===== config.mk =====
export PLATFORM = sky130hd
export DESIGN_NAME = signed_int_to_radix_text_top_flat
export DESIGN_NICKNAME = d
export VERILOG_FILES = /design/src/rtl/sirt_pkg.sv /design/src/rtl/sirt_if.sv /design/src/rtl/sirt_div.sv /design/src/rtl/signed_int_to_radix_text_top.sv /design/src/flat_wrapper.sv
export SDC_FILE = /design/constraint.sdc
export NUM_CORES = 2
export LEC_CHECK = 0
export BUFFER_PORTS_ARGS = -buffer_cell sky130_fd_sc_hd__buf_2
export CAP_MARGIN = 20
export CORE_ASPECT_RATIO = 1.25
export CORE_MARGIN = 1.5
export CORE_UTILIZATION = 50
export CTS_BUF_LIST = sky130_fd_sc_hd__clkbuf_4
export DETAILED_ROUTE_END_ITERATION = 12
export PLACE_DENSITY = 0.66
export SETUP_SLACK_MARGIN = 0.4
export SLEW_MARGIN = 20
export SYNTH_ARGS = -nofsm -noshare
export SYNTH_HDL_FRONTEND = slang
export SYNTH_SLANG_ARGS = --single-unit

===== constraint.sdc =====
create_clock -name clk_i -period 16.2 [get_ports clk_i]
set_input_delay 0.81 -clock clk_i [delete_from_list [all_inputs] [get_ports clk_i]]
set_output_delay 0.81 -clock clk_i [all_outputs]
set_load 0.005 [all_outputs]

===== src/rtl/sirt_pkg.sv =====
// Package for the signed integer to radix text converter.
// Holds widths, character codes, register indexes, the reciprocal table and
// the request and response structs of the digit divider. No dependencies.
package sirt_pkg;

  localparam int unsigned MagW       = 32;
  localparam int unsigned MaxBaseInt = 16;
  localparam int unsigned DigW       = $clog2(MaxBaseInt);
  localparam int unsigned LenW       = 5;
  localparam int unsigned StackDepth = MagW;
  localparam int unsigned CntW       = $clog2(StackDepth + 1);
  localparam int unsigned CfgIdxW    = 2;
  localparam int unsigned CfgDataW   = 64;
  localparam int unsigned Slots      = 16;
  localparam int unsigned SlotW      = $clog2(Slots);

  localparam logic [LenW-1:0] MaxBase = LenW'(MaxBaseInt);
  localparam logic [LenW-1:0] MinBase = LenW'(2);

  localparam logic [7:0] CharMinus = 8'h2D;
  localparam logic [7:0] CharPlus  = 8'h2B;
  localparam logic [7:0] CharNul   = 8'h00;

  localparam logic [CfgIdxW-1:0] RegBaseLen    = CfgIdxW'(0);
  localparam logic [CfgIdxW-1:0] RegAlphabetLo = CfgIdxW'(1);
  localparam logic [CfgIdxW-1:0] RegAlphabetHi = CfgIdxW'(2);

  typedef struct packed {
    logic            start;
    logic [MagW-1:0] mag;
    logic [LenW-1:0] radix;
  } div_req_t;

  typedef struct packed {
    logic [MagW-1:0] quot;
    logic [DigW-1:0] digit;
  } div_rsp_t;

  // Floor of 2^32 divided by the radix.
  function automatic logic [MagW-1:0] recip(input logic [LenW-1:0] r);
    logic [MagW-1:0] m;
    case (r)
      5'd2:    m = 32'h8000_0000;
      5'd3:    m = 32'h5555_5555;
      5'd4:    m = 32'h4000_0000;
      5'd5:    m = 32'h3333_3333;
      5'd6:    m = 32'h2AAA_AAAA;
      5'd7:    m = 32'h2492_4924;
      5'd8:    m = 32'h2000_0000;
      5'd9:    m = 32'h1C71_C71C;
      5'd10:   m = 32'h1999_9999;
      5'd11:   m = 32'h1745_D174;
      5'd12:   m = 32'h1555_5555;
      5'd13:   m = 32'h13B1_3B13;
      5'd14:   m = 32'h1249_2492;
      5'd15:   m = 32'h1111_1111;
      5'd16:   m = 32'h1000_0000;
      default: m = '0;
    endcase
    return m;
  endfunction

  function automatic logic [7:0] alpha_char(input logic [CfgDataW-1:0] lo,
                                            input logic [CfgDataW-1:0] hi,
                                            input logic [SlotW-1:0]    pos);
    logic [CfgDataW-1:0] word;
    word = pos[SlotW-1] ? hi : lo;
    return word[pos[SlotW-2:0]*8 +: 8];
  endfunction

endpackage


===== src/rtl/sirt_if.sv =====
// Channel interfaces of the signed integer to radix text converter.
// Input number, output character and configuration write channels.
// Depends on sirt_pkg.
interface sirt_in_if;
  logic                               valid;
  logic                               ready;
  logic signed [sirt_pkg::MagW-1:0]   value;
  modport source (output valid, output value, input ready);
  modport sink (input valid, input value, output ready);
endinterface

interface sirt_out_if;
  logic       valid;
  logic       ready;
  logic [7:0] out_char;
  logic       last_char;
  modport source (output valid, output out_char, output last_char, input ready);
  modport sink (input valid, input out_char, input last_char, output ready);
endinterface

interface sirt_cfg_if;
  logic                             valid;
  logic                             ready;
  logic [sirt_pkg::CfgIdxW-1:0]     index;
  logic [sirt_pkg::CfgDataW-1:0]    data;
  modport source (output valid, output index, output data, input ready);
  modport sink (input valid, input index, input data, output ready);
endinterface


===== src/rtl/sirt_div.sv =====
// Digit divider: quotient and remainder by the radix from a registered product.
// Multiplies by a reciprocal, then corrects the estimate by one step.
// Depends on sirt_pkg.
module sirt_div (
  input  logic               clk_i,
  input  logic               rst_ni,
  input  sirt_pkg::div_req_t req_i,
  output sirt_pkg::div_rsp_t rsp_o
);

  logic [2*sirt_pkg::MagW-1:0] prod_q;
  logic [sirt_pkg::MagW-1:0]   mag_q;
  logic [sirt_pkg::LenW-1:0]   radix_q;
  logic [sirt_pkg::MagW-1:0]   q_est;
  logic [sirt_pkg::MagW-1:0]   rem_est;
  logic [sirt_pkg::MagW-1:0]   radix_ext;

  always_ff @(posedge clk_i or negedge rst_ni) begin
    if (!rst_ni) begin
      prod_q  <= '0;
      mag_q   <= '0;
      radix_q <= '0;
    end else if (req_i.start) begin
      prod_q  <= (2*sirt_pkg::MagW)'(req_i.mag) *
                 (2*sirt_pkg::MagW)'(sirt_pkg::recip(req_i.radix));
      mag_q   <= req_i.mag;
      radix_q <= req_i.radix;
    end
  end

  always_comb begin
    radix_ext = sirt_pkg::MagW'(radix_q);
    q_est     = prod_q[2*sirt_pkg::MagW-1:sirt_pkg::MagW];
    rem_est   = mag_q - sirt_pkg::MagW'(q_est * radix_ext);
    if (rem_est >= radix_ext) begin
      rsp_o.quot  = q_est + sirt_pkg::MagW'(1);
      rsp_o.digit = sirt_pkg::DigW'(rem_est - radix_ext);
    end else begin
      rsp_o.quot  = q_est;
      rsp_o.digit = sirt_pkg::DigW'(rem_est);
    end
  end

endmodule


===== src/rtl/signed_int_to_radix_text_top.sv =====
// Top level of the signed integer to radix text converter.
// Holds the configuration registers, the sequencer and the digit stack.
// Depends on sirt_pkg, the channel interfaces and sirt_div.

// One number is accepted only while the block is idle. It first checks the
// alphabet, one character per cycle, then extracts digits through the
// reciprocal divider (states ST_DIV_MUL and ST_DIV_FIX per digit), and then
// sends one character per cycle while the output register is free: the sign
// if negative, then the digits from most significant to least, the final one
// marked by last_char. With an invalid alphabet the number is dropped after
// the check and nothing is sent. The output register lets the next number be
// accepted while the last character still waits.
module signed_int_to_radix_text_top (
  input  logic            clk_i,
  input  logic            rst_ni,
  sirt_in_if.sink         in_i,
  sirt_out_if.source      out_o,
  sirt_cfg_if.sink        cfg_i
);

  typedef enum logic [2:0] {
    ST_IDLE,
    ST_CHECK,
    ST_DIV_MUL,
    ST_DIV_FIX,
    ST_EMIT
  } state_e;

  state_e                        state_q, state_d;
  logic [sirt_pkg::LenW-1:0]     base_len_q;
  logic [sirt_pkg::CfgDataW-1:0] alpha_lo_q;
  logic [sirt_pkg::CfgDataW-1:0] alpha_hi_q;
  logic                          neg_q, neg_d;
  logic                          sign_pend_q, sign_pend_d;
  logic [sirt_pkg::MagW-1:0]     mag_q, mag_d;
  logic [sirt_pkg::SlotW-1:0]    idx_q, idx_d;
  logic [sirt_pkg::CntW-1:0]     ndig_q, ndig_d;
  logic                          out_valid_q, out_valid_d;
  logic [7:0]                    out_char_q, out_char_d;
  logic                          out_last_q, out_last_d;
  logic [sirt_pkg::DigW-1:0]     stack_q [sirt_pkg::StackDepth];

  logic                          push;
  logic                          pop;
  logic                          out_free;
  logic                          len_ok;
  logic                          char_bad;
  logic [7:0]                    cur_char;
  logic [sirt_pkg::SlotW-1:0]    last_idx;
  logic [sirt_pkg::MagW-1:0]     raw;
  sirt_pkg::div_req_t            div_req;
  sirt_pkg::div_rsp_t            div_rsp;

  sirt_div u_div (
    .clk_i  (clk_i),
    .rst_ni (rst_ni),
    .req_i  (div_req),
    .rsp_o  (div_rsp)
  );

  assign cfg_i.ready     = 1'b1;
  assign in_i.ready      = (state_q == ST_IDLE);
  assign out_o.valid     = out_valid_q;
  assign out_o.out_char  = out_char_q;
  assign out_o.last_char = out_last_q;

  assign out_free = !out_valid_q || out_o.ready;
  assign len_ok   = base_len_q inside {[sirt_pkg::MinBase:sirt_pkg::MaxBase]};
  assign last_idx = sirt_pkg::SlotW'(base_len_q - sirt_pkg::LenW'(1));
  assign raw      = unsigned'(in_i.value);
  assign cur_char = sirt_pkg::alpha_char(alpha_lo_q, alpha_hi_q, idx_q);

  assign div_req.start = (state_q == ST_DIV_MUL);
  assign div_req.mag   = mag_q;
  assign div_req.radix = base_len_q;

  always_comb begin
    char_bad = (cur_char == sirt_pkg::CharNul) || (cur_char == sirt_pkg::CharMinus) ||
               (cur_char == sirt_pkg::CharPlus);
    for (int j = 0; j < sirt_pkg::Slots; j++) begin
      if ((sirt_pkg::LenW'(j) > sirt_pkg::LenW'(idx_q)) &&
          (sirt_pkg::LenW'(j) < base_len_q) &&
          (sirt_pkg::alpha_char(alpha_lo_q, alpha_hi_q, sirt_pkg::SlotW'(j)) == cur_char)) begin
        char_bad = 1'b1;
      end
    end
  end

  always_comb begin
    state_d     = state_q;
    neg_d       = neg_q;
    sign_pend_d = sign_pend_q;
    mag_d       = mag_q;
    idx_d       = idx_q;
    ndig_d      = ndig_q;
    out_valid_d = out_valid_q && !out_o.ready;
    out_char_d  = out_char_q;
    out_last_d  = out_last_q;
    push        = 1'b0;
    pop         = 1'b0;
    case (state_q)
      ST_IDLE: begin
        if (in_i.valid) begin
          neg_d  = raw[sirt_pkg::MagW-1];
          mag_d  = raw[sirt_pkg::MagW-1] ? (sirt_pkg::MagW'(0) - raw) : raw;
          idx_d  = '0;
          ndig_d = '0;
          if (len_ok) begin
            state_d = ST_CHECK;
          end
        end
      end
      ST_CHECK: begin
        if (char_bad) begin
          state_d = ST_IDLE;
        end else if (idx_q == last_idx) begin
          state_d = ST_DIV_MUL;
        end else begin
          idx_d = idx_q + sirt_pkg::SlotW'(1);
        end
      end
      ST_DIV_MUL: begin
        state_d = ST_DIV_FIX;
      end
      ST_DIV_FIX: begin
        push   = 1'b1;
        ndig_d = ndig_q + sirt_pkg::CntW'(1);
        mag_d  = div_rsp.quot;
        if (div_rsp.quot == '0) begin
          sign_pend_d = neg_q;
          state_d     = ST_EMIT;
        end else begin
          state_d = ST_DIV_MUL;
        end
      end
      ST_EMIT: begin
        if (out_free) begin
          out_valid_d = 1'b1;
          if (sign_pend_q) begin
            out_char_d  = sirt_pkg::CharMinus;
            out_last_d  = 1'b0;
            sign_pend_d = 1'b0;
          end else begin
            pop        = 1'b1;
            out_char_d = sirt_pkg::alpha_char(alpha_lo_q, alpha_hi_q,
                                              sirt_pkg::SlotW'(stack_q[0]));
            out_last_d = (ndig_q == sirt_pkg::CntW'(1));
            ndig_d     = ndig_q - sirt_pkg::CntW'(1);
            if (ndig_q == sirt_pkg::CntW'(1)) begin
              state_d = ST_IDLE;
            end
          end
        end
      end
      default: begin
        state_d = ST_IDLE;
      end
    endcase
  end

  always_ff @(posedge clk_i or negedge rst_ni) begin
    if (!rst_ni) begin
      state_q     <= ST_IDLE;
      neg_q       <= 1'b0;
      sign_pend_q <= 1'b0;
      mag_q       <= '0;
      idx_q       <= '0;
      ndig_q      <= '0;
      out_valid_q <= 1'b0;
      out_char_q  <= '0;
      out_last_q  <= 1'b0;
    end else begin
      state_q     <= state_d;
      neg_q       <= neg_d;
      sign_pend_q <= sign_pend_d;
      mag_q       <= mag_d;
      idx_q       <= idx_d;
      ndig_q      <= ndig_d;
      out_valid_q <= out_valid_d;
      out_char_q  <= out_char_d;
      out_last_q  <= out_last_d;
    end
  end

  always_ff @(posedge clk_i or negedge rst_ni) begin
    if (!rst_ni) begin
      base_len_q <= '0;
      alpha_lo_q <= '0;
      alpha_hi_q <= '0;
    end else if (cfg_i.valid) begin
      case (cfg_i.index)
        sirt_pkg::RegBaseLen:    base_len_q <= cfg_i.data[sirt_pkg::LenW-1:0];
        sirt_pkg::RegAlphabetLo: alpha_lo_q <= cfg_i.data;
        sirt_pkg::RegAlphabetHi: alpha_hi_q <= cfg_i.data;
        default: begin
        end
      endcase
    end
  end

  always_ff @(posedge clk_i) begin
    if (push) begin
      stack_q[0] <= div_rsp.digit;
      for (int k = 1; k < sirt_pkg::StackDepth; k++) begin
        stack_q[k] <= stack_q[k-1];
      end
    end else if (pop) begin
      for (int k = 0; k < sirt_pkg::StackDepth - 1; k++) begin
        stack_q[k] <= stack_q[k+1];
      end
    end
  end

`ifndef SYNTHESIS
  a_digit_below_radix: assert property (@(posedge clk_i) disable iff (!rst_ni)
    state_q == ST_DIV_FIX |-> sirt_pkg::LenW'(div_rsp.digit) < base_len_q)
    else $error("digit not below the radix");

  a_emit_has_digits: assert property (@(posedge clk_i) disable iff (!rst_ni)
    state_q == ST_EMIT |-> ndig_q != '0)
    else $error("emitting with an empty digit stack");

  a_stack_bound: assert property (@(posedge clk_i) disable iff (!rst_ni)
    state_q == ST_DIV_FIX |-> ndig_q < sirt_pkg::CntW'(sirt_pkg::StackDepth))
    else $error("digit stack overflow");

  a_last_ends_item: assert property (@(posedge clk_i) disable iff (!rst_ni)
    (state_q == ST_EMIT) && out_free && !sign_pend_q && (ndig_q == sirt_pkg::CntW'(1))
    |=> out_valid_q && out_last_q && (state_q == ST_IDLE))
    else $error("final character not marked or item not closed");
`endif

endmodule


===== src/flat_wrapper.sv =====
// flat-port wrapper written by rule: the top's interface ports become plain ports
module signed_int_to_radix_text_top_flat 
  (clk_i, rst_ni, in_i_valid, in_i_value, in_i_ready, out_o_valid, out_o_out_char, out_o_last_char, out_o_ready, cfg_i_valid, cfg_i_index, cfg_i_data, cfg_i_ready);
  sirt_in_if in_i_i ();
  sirt_out_if out_o_i ();
  sirt_cfg_if cfg_i_i ();
  input  logic clk_i;
  input  logic rst_ni;
  input wire logic [$bits(in_i_i.valid)-1:0] in_i_valid;
  input wire logic [$bits(in_i_i.value)-1:0] in_i_value;
  output wire logic [$bits(in_i_i.ready)-1:0] in_i_ready;
  output wire logic [$bits(out_o_i.valid)-1:0] out_o_valid;
  output wire logic [$bits(out_o_i.out_char)-1:0] out_o_out_char;
  output wire logic [$bits(out_o_i.last_char)-1:0] out_o_last_char;
  input wire logic [$bits(out_o_i.ready)-1:0] out_o_ready;
  input wire logic [$bits(cfg_i_i.valid)-1:0] cfg_i_valid;
  input wire logic [$bits(cfg_i_i.index)-1:0] cfg_i_index;
  input wire logic [$bits(cfg_i_i.data)-1:0] cfg_i_data;
  output wire logic [$bits(cfg_i_i.ready)-1:0] cfg_i_ready;
  assign in_i_i.valid = in_i_valid;
  assign in_i_i.value = in_i_value;
  assign in_i_ready = in_i_i.ready;
  assign out_o_valid = out_o_i.valid;
  assign out_o_out_char = out_o_i.out_char;
  assign out_o_last_char = out_o_i.last_char;
  assign out_o_i.ready = out_o_ready;
  assign cfg_i_i.valid = cfg_i_valid;
  assign cfg_i_i.index = cfg_i_index;
  assign cfg_i_i.data = cfg_i_data;
  assign cfg_i_ready = cfg_i_i.ready;
  signed_int_to_radix_text_top u_core (.clk_i(clk_i), .rst_ni(rst_ni), .in_i(in_i_i), .out_o(out_o_i), .cfg_i(cfg_i_i));
endmodule

==> impl_metrics.env <==
export IMPL_postSynthAreaPerCell_um2=10.1
export IMPL_floorplan_die_area_um2=116000
export IMPL_run_status="finished, final reports clean"
export IMPL_post_placement_worst_setup_slack_ns=5.48
export IMPL_synth_top_cell_area_share_pct=35.5
export IMPL_synth_simple_area_share_pct=13.3
export IMPL_yosysWarningCount=0
export IMPL_final_hold_viol_count=0
export IMPL_final_layout_size_suffix_gt1_share_pct=12.2
export IMPL_drtIter0Drc=3184
export IMPL_final_period_utilization_pct=68.2
export IMPL_timing_critical_path_arrival_ns=11.86
export IMPL_min_delay_path_class="in2reg"
export IMPL_synth_common_cells="1013 x sky130_fd_sc_hd__inv_1, 1007 x sky130_fd_sc_hd__fa_1, 795 x sky130_fd_sc_hd__nand2_1"
export IMPL_ys_async_sr_fraction_pct=66.9
export IMPL_worst_r2r_setup_slack_ns=5.15
export IMPL_tritoncts_num_buffers=90
export IMPL_synth_adder_area_share_pct=42.4
export IMPL_post_detail_place_hpwl_um=141000
export IMPL_main_combinational_cell_family_by_area_after_synthesis="adder cells"
export IMPL_slew_headroom_pct=29.0
export IMPL_setup_ws_ns=5.15
export IMPL_fillCellCount=10300
export IMPL_final_antenna_net_count=0
export IMPL_synthCells=5654
export IMPL_placed_cells=7004
export IMPL_gp_congestion=1.00
export IMPL_synth_compound_area_share_pct=5.56
export IMPL_design_final_nets=7052
export IMPL_grt_pass1_vias=45187
export IMPL_post_drt_wl_per_cell_um=25.5
export IMPL_via_count=41681
export IMPL_clockRootBuffer="sky130_fd_sc_hd__clkbuf_4"
export IMPL_antenna_found_initial=15
export IMPL_clkTransAtPathRegs_ns=0.08
export IMPL_maximum_number_of_pins_on_one_net_before_global_route_repair=107
export IMPL_slew_viol_final=0
export IMPL_chipHeight_um=380
export IMPL_worstSkewPairLatency_ns=0.95
export IMPL_synth_area_mux_share_pct=8.00
export IMPL_critPathMaxStageDelay_ns=1.03
export IMPL_commonest_register_cell_after_synthesis="sky130_fd_sc_hd__dfrtp_1"
export IMPL_track_usage_pct=32.4
export IMPL_seq_area_frac_synth_pct=18.2
export IMPL_synth_nets=7079
export IMPL_die_width_um=305
export IMPL_drt_first_pass_iters=5
export IMPL_synth_xor_area_share_pct=3.73
export IMPL_totalNegativeSetupSlack_ns=0
export IMPL_ys_ff_latch=387
export IMPL_endpoint_kind="flip-flop"
export IMPL_grt_pass1_wl_um=278000
export IMPL_cp_max_fo=33
export IMPL_post_synth_main_area_contributors="sky130_fd_sc_hd__fa_1 35%, sky130_fd_sc_hd__dfrtp_1 11%, sky130_fd_sc_hd__ha_1 6.9%"
export IMPL_row_count=138
export IMPL_ctsLongestPathBuffers=3
export IMPL_drc=0
export IMPL_global_route_overflow_total=0
export IMPL_number_of_synthesized_flops_with_an_enable_pin=128
export IMPL_synth_lib_cells_used_distinct=83
export IMPL_worstMarginPinSlew_ns=1.06
export IMPL_crit_type="reg2reg"
export IMPL_startpoint_type="flip-flop"
export IMPL_placeableCoreArea_um2=113000
export IMPL_crit_path_top_delay_cell="sky130_fd_sc_hd__dfrtp_1"
export IMPL_timing_final_setup_violations=0
export IMPL_final_setup_skew_ns=0.0823
export IMPL_cts_sinks=387
export IMPL_maxClockFrequency_mhz=90.5
export IMPL_worst_endpoint_required_ns=17.01
export IMPL_cts_max_level=3
export IMPL_pin_count=115
export IMPL_mean_number_of_vias_per_cell=5.81
export IMPL_syn_to_final_growth_pct=5.42
export IMPL_synth_most_common_cell="sky130_fd_sc_hd__inv_1"
export IMPL_grt_setup_unrepaired="no"
export IMPL_cts_resized_gates=0
export IMPL_timing_critical_path_mode_cell="sky130_fd_sc_hd__fa_1"
export IMPL_io_buffers=113
export IMPL_fin_cells=7168
export IMPL_max_cap_violations=0
export IMPL_cts_tree="built"
export IMPL_initial_core_util_pct=50.3
export IMPL_finalCriticalPeriod_ns=11.05
export IMPL_finalWirelength_um=182000
export IMPL_synth_top_area_cell="sky130_fd_sc_hd__fa_1"
export IMPL_syn_cell_area_um2=56800
-- final timing paths --
check | start | endpoint | cells after the start
min reg2reg | u_core.stack_q[30][2]$_DFFE_PP_ | u_core.stack_q[31][2]$_DFFE_PP_ | 0
max in group asynchronous | rst_ni | u_core.mag_q[21]$_DFFE_PN0P_ | 3
min in group asynchronous | rst_ni | u_core.alpha_hi_q[32]$_DFFE_PN0P_ | 2
min | cfg_i_data[32] | u_core.alpha_hi_q[32]$_DFFE_PN0P_ | 2
max | u_core.base_len_q[4]$_DFFE_PN0P_ | u_core.u_div.prod_q[48]$_DFFE_PN0P_ | 33
max reg2reg | u_core.base_len_q[4]$_DFFE_PN0P_ | u_core.u_div.prod_q[48]$_DFFE_PN0P_ | 33
-- registers in the layout (all words and copies together) (netlist names) --
| signal | flops |
|---|---|
| u_core.mag_q | 32 |
| u_core.state_q | 3 |
| u_core.u_div.mag_q | 32 |
| u_core.ndig_q | 6 |
| u_core.alpha_lo_q | 64 |
| u_core.alpha_hi_q | 64 |
| u_core.idx_q | 4 |
| u_core.u_div.prod_q | 32 |
| u_core.out_o.valid | 1 |
| u_core.stack_q | 128 |
| u_core.out_o.last_char | 1 |
| u_core.base_len_q | 5 |
| u_core.out_o.out_char | 8 |
| u_core.u_div.radix_q | 5 |
| u_core.sign_pend_q | 1 |
| u_core.neg_q | 1 |
-- cell families after synthesis --
kind of cell	Yosys count
AO/OA/AOI/OAI	481
buffers and inverters	1330
adder cells (fa/ha/maj)	1322
flip-flops	387
AND/OR/NAND/NOR	1566
other	1
XOR/XNOR	242
multiplexers	325
-- area by class of cell --
class	instances	area, um2	share of cell area [%]
Antenna cell	8	20.0	0.0334
Clock buffer	124	931	1.55
Clock inverter	31	135	0.226
Inverter	1015	3810	6.36
Multi-Input combinational cell	3937	41700	69.5
Sequential cell	387	10300	17.2
Tap cell	1470	1840	3.07
Timing Repair Buffer	196	1200	2.01
-- per-layer routing --
metal  up-vias  wire, um  GRT usage [%]
met1     21213     62800           36.6
met3       712     15600           7.34
met4         6     16900           25.1
li1      17742         -              -
met2      2008     87100           53.2
met5         -        34              0
-- through the flow --
step                      cell area, um2  hold WS [ns]  utilization, %
after floorplan                    56800         0.426               -
after global placement             58800         0.435            52.1
after detailed placement           58800         0.446            52.1
after CTS                          59900        0.0437            53.0
after global routing               59900        0.0916            53.1
final                              59900         0.102            53.1
-- placed cells by master (no fill, tap or decap), types with 8 or more instances in the layout --
| master | instances |
|---|---|
| sky130_fd_sc_hd__a2111oi_0 | 9 |
| sky130_fd_sc_hd__a211oi_1 | 15 |
| sky130_fd_sc_hd__a21o_1 | 44 |
| sky130_fd_sc_hd__a21oi_1 | 87 |
| sky130_fd_sc_hd__a21oi_2 | 8 |
| sky130_fd_sc_hd__a31oi_1 | 13 |
| sky130_fd_sc_hd__and2_1 | 408 |
| sky130_fd_sc_hd__and3_1 | 32 |
| sky130_fd_sc_hd__buf_2 | 112 |
| sky130_fd_sc_hd__buf_4 | 81 |
| sky130_fd_sc_hd__clkbuf_4 | 124 |
| sky130_fd_sc_hd__clkinv_1 | 22 |
| sky130_fd_sc_hd__dfrtp_1 | 256 |
| sky130_fd_sc_hd__diode_2 | 8 |
| sky130_fd_sc_hd__edfxtp_1 | 128 |
| sky130_fd_sc_hd__fa_1 | 1007 |
| sky130_fd_sc_hd__ha_1 | 315 |
| sky130_fd_sc_hd__inv_1 | 1012 |
| sky130_fd_sc_hd__mux2_2 | 233 |
| sky130_fd_sc_hd__mux2i_1 | 12 |
| sky130_fd_sc_hd__mux4_2 | 80 |
| sky130_fd_sc_hd__nand2_1 | 792 |
| sky130_fd_sc_hd__nand2b_1 | 15 |
| sky130_fd_sc_hd__nand3_1 | 54 |
| sky130_fd_sc_hd__nand4_1 | 26 |
| sky130_fd_sc_hd__nor2_1 | 94 |
| sky130_fd_sc_hd__nor2b_1 | 16 |
| sky130_fd_sc_hd__nor3_1 | 27 |
| sky130_fd_sc_hd__nor3b_1 | 8 |
| sky130_fd_sc_hd__nor4_1 | 24 |
| sky130_fd_sc_hd__o211ai_1 | 36 |
| sky130_fd_sc_hd__o21a_1 | 14 |
| sky130_fd_sc_hd__o21ai_0 | 130 |
| sky130_fd_sc_hd__o31ai_1 | 26 |
| sky130_fd_sc_hd__or3_1 | 11 |
| sky130_fd_sc_hd__or4_1 | 11 |
| sky130_fd_sc_hd__xnor2_1 | 122 |
| sky130_fd_sc_hd__xor2_1 | 120 |
-- critical path, delay by kind of cell (launching register included) --
| kind | cells | cell delay, ns |
|---|---|---|
| adders and majority gates | 9 | 4.27 |
| AOI/OAI and AO/OA | 9 | 2.87 |
| buffers and inverters | 7 | 1.40 |
| and+or+nand+nor | 8 | 1.31 |
| DFF | 1 | 1.03 |
-- what timing repair did --
action,in CTS,in global routing
hold buffers,1,0
hold endpoints to repair,91,0
setup buffers,0,0
Power is not shown: default switching activity piles up to over one toggle a cycle in this logic, so the estimate is an artifact.
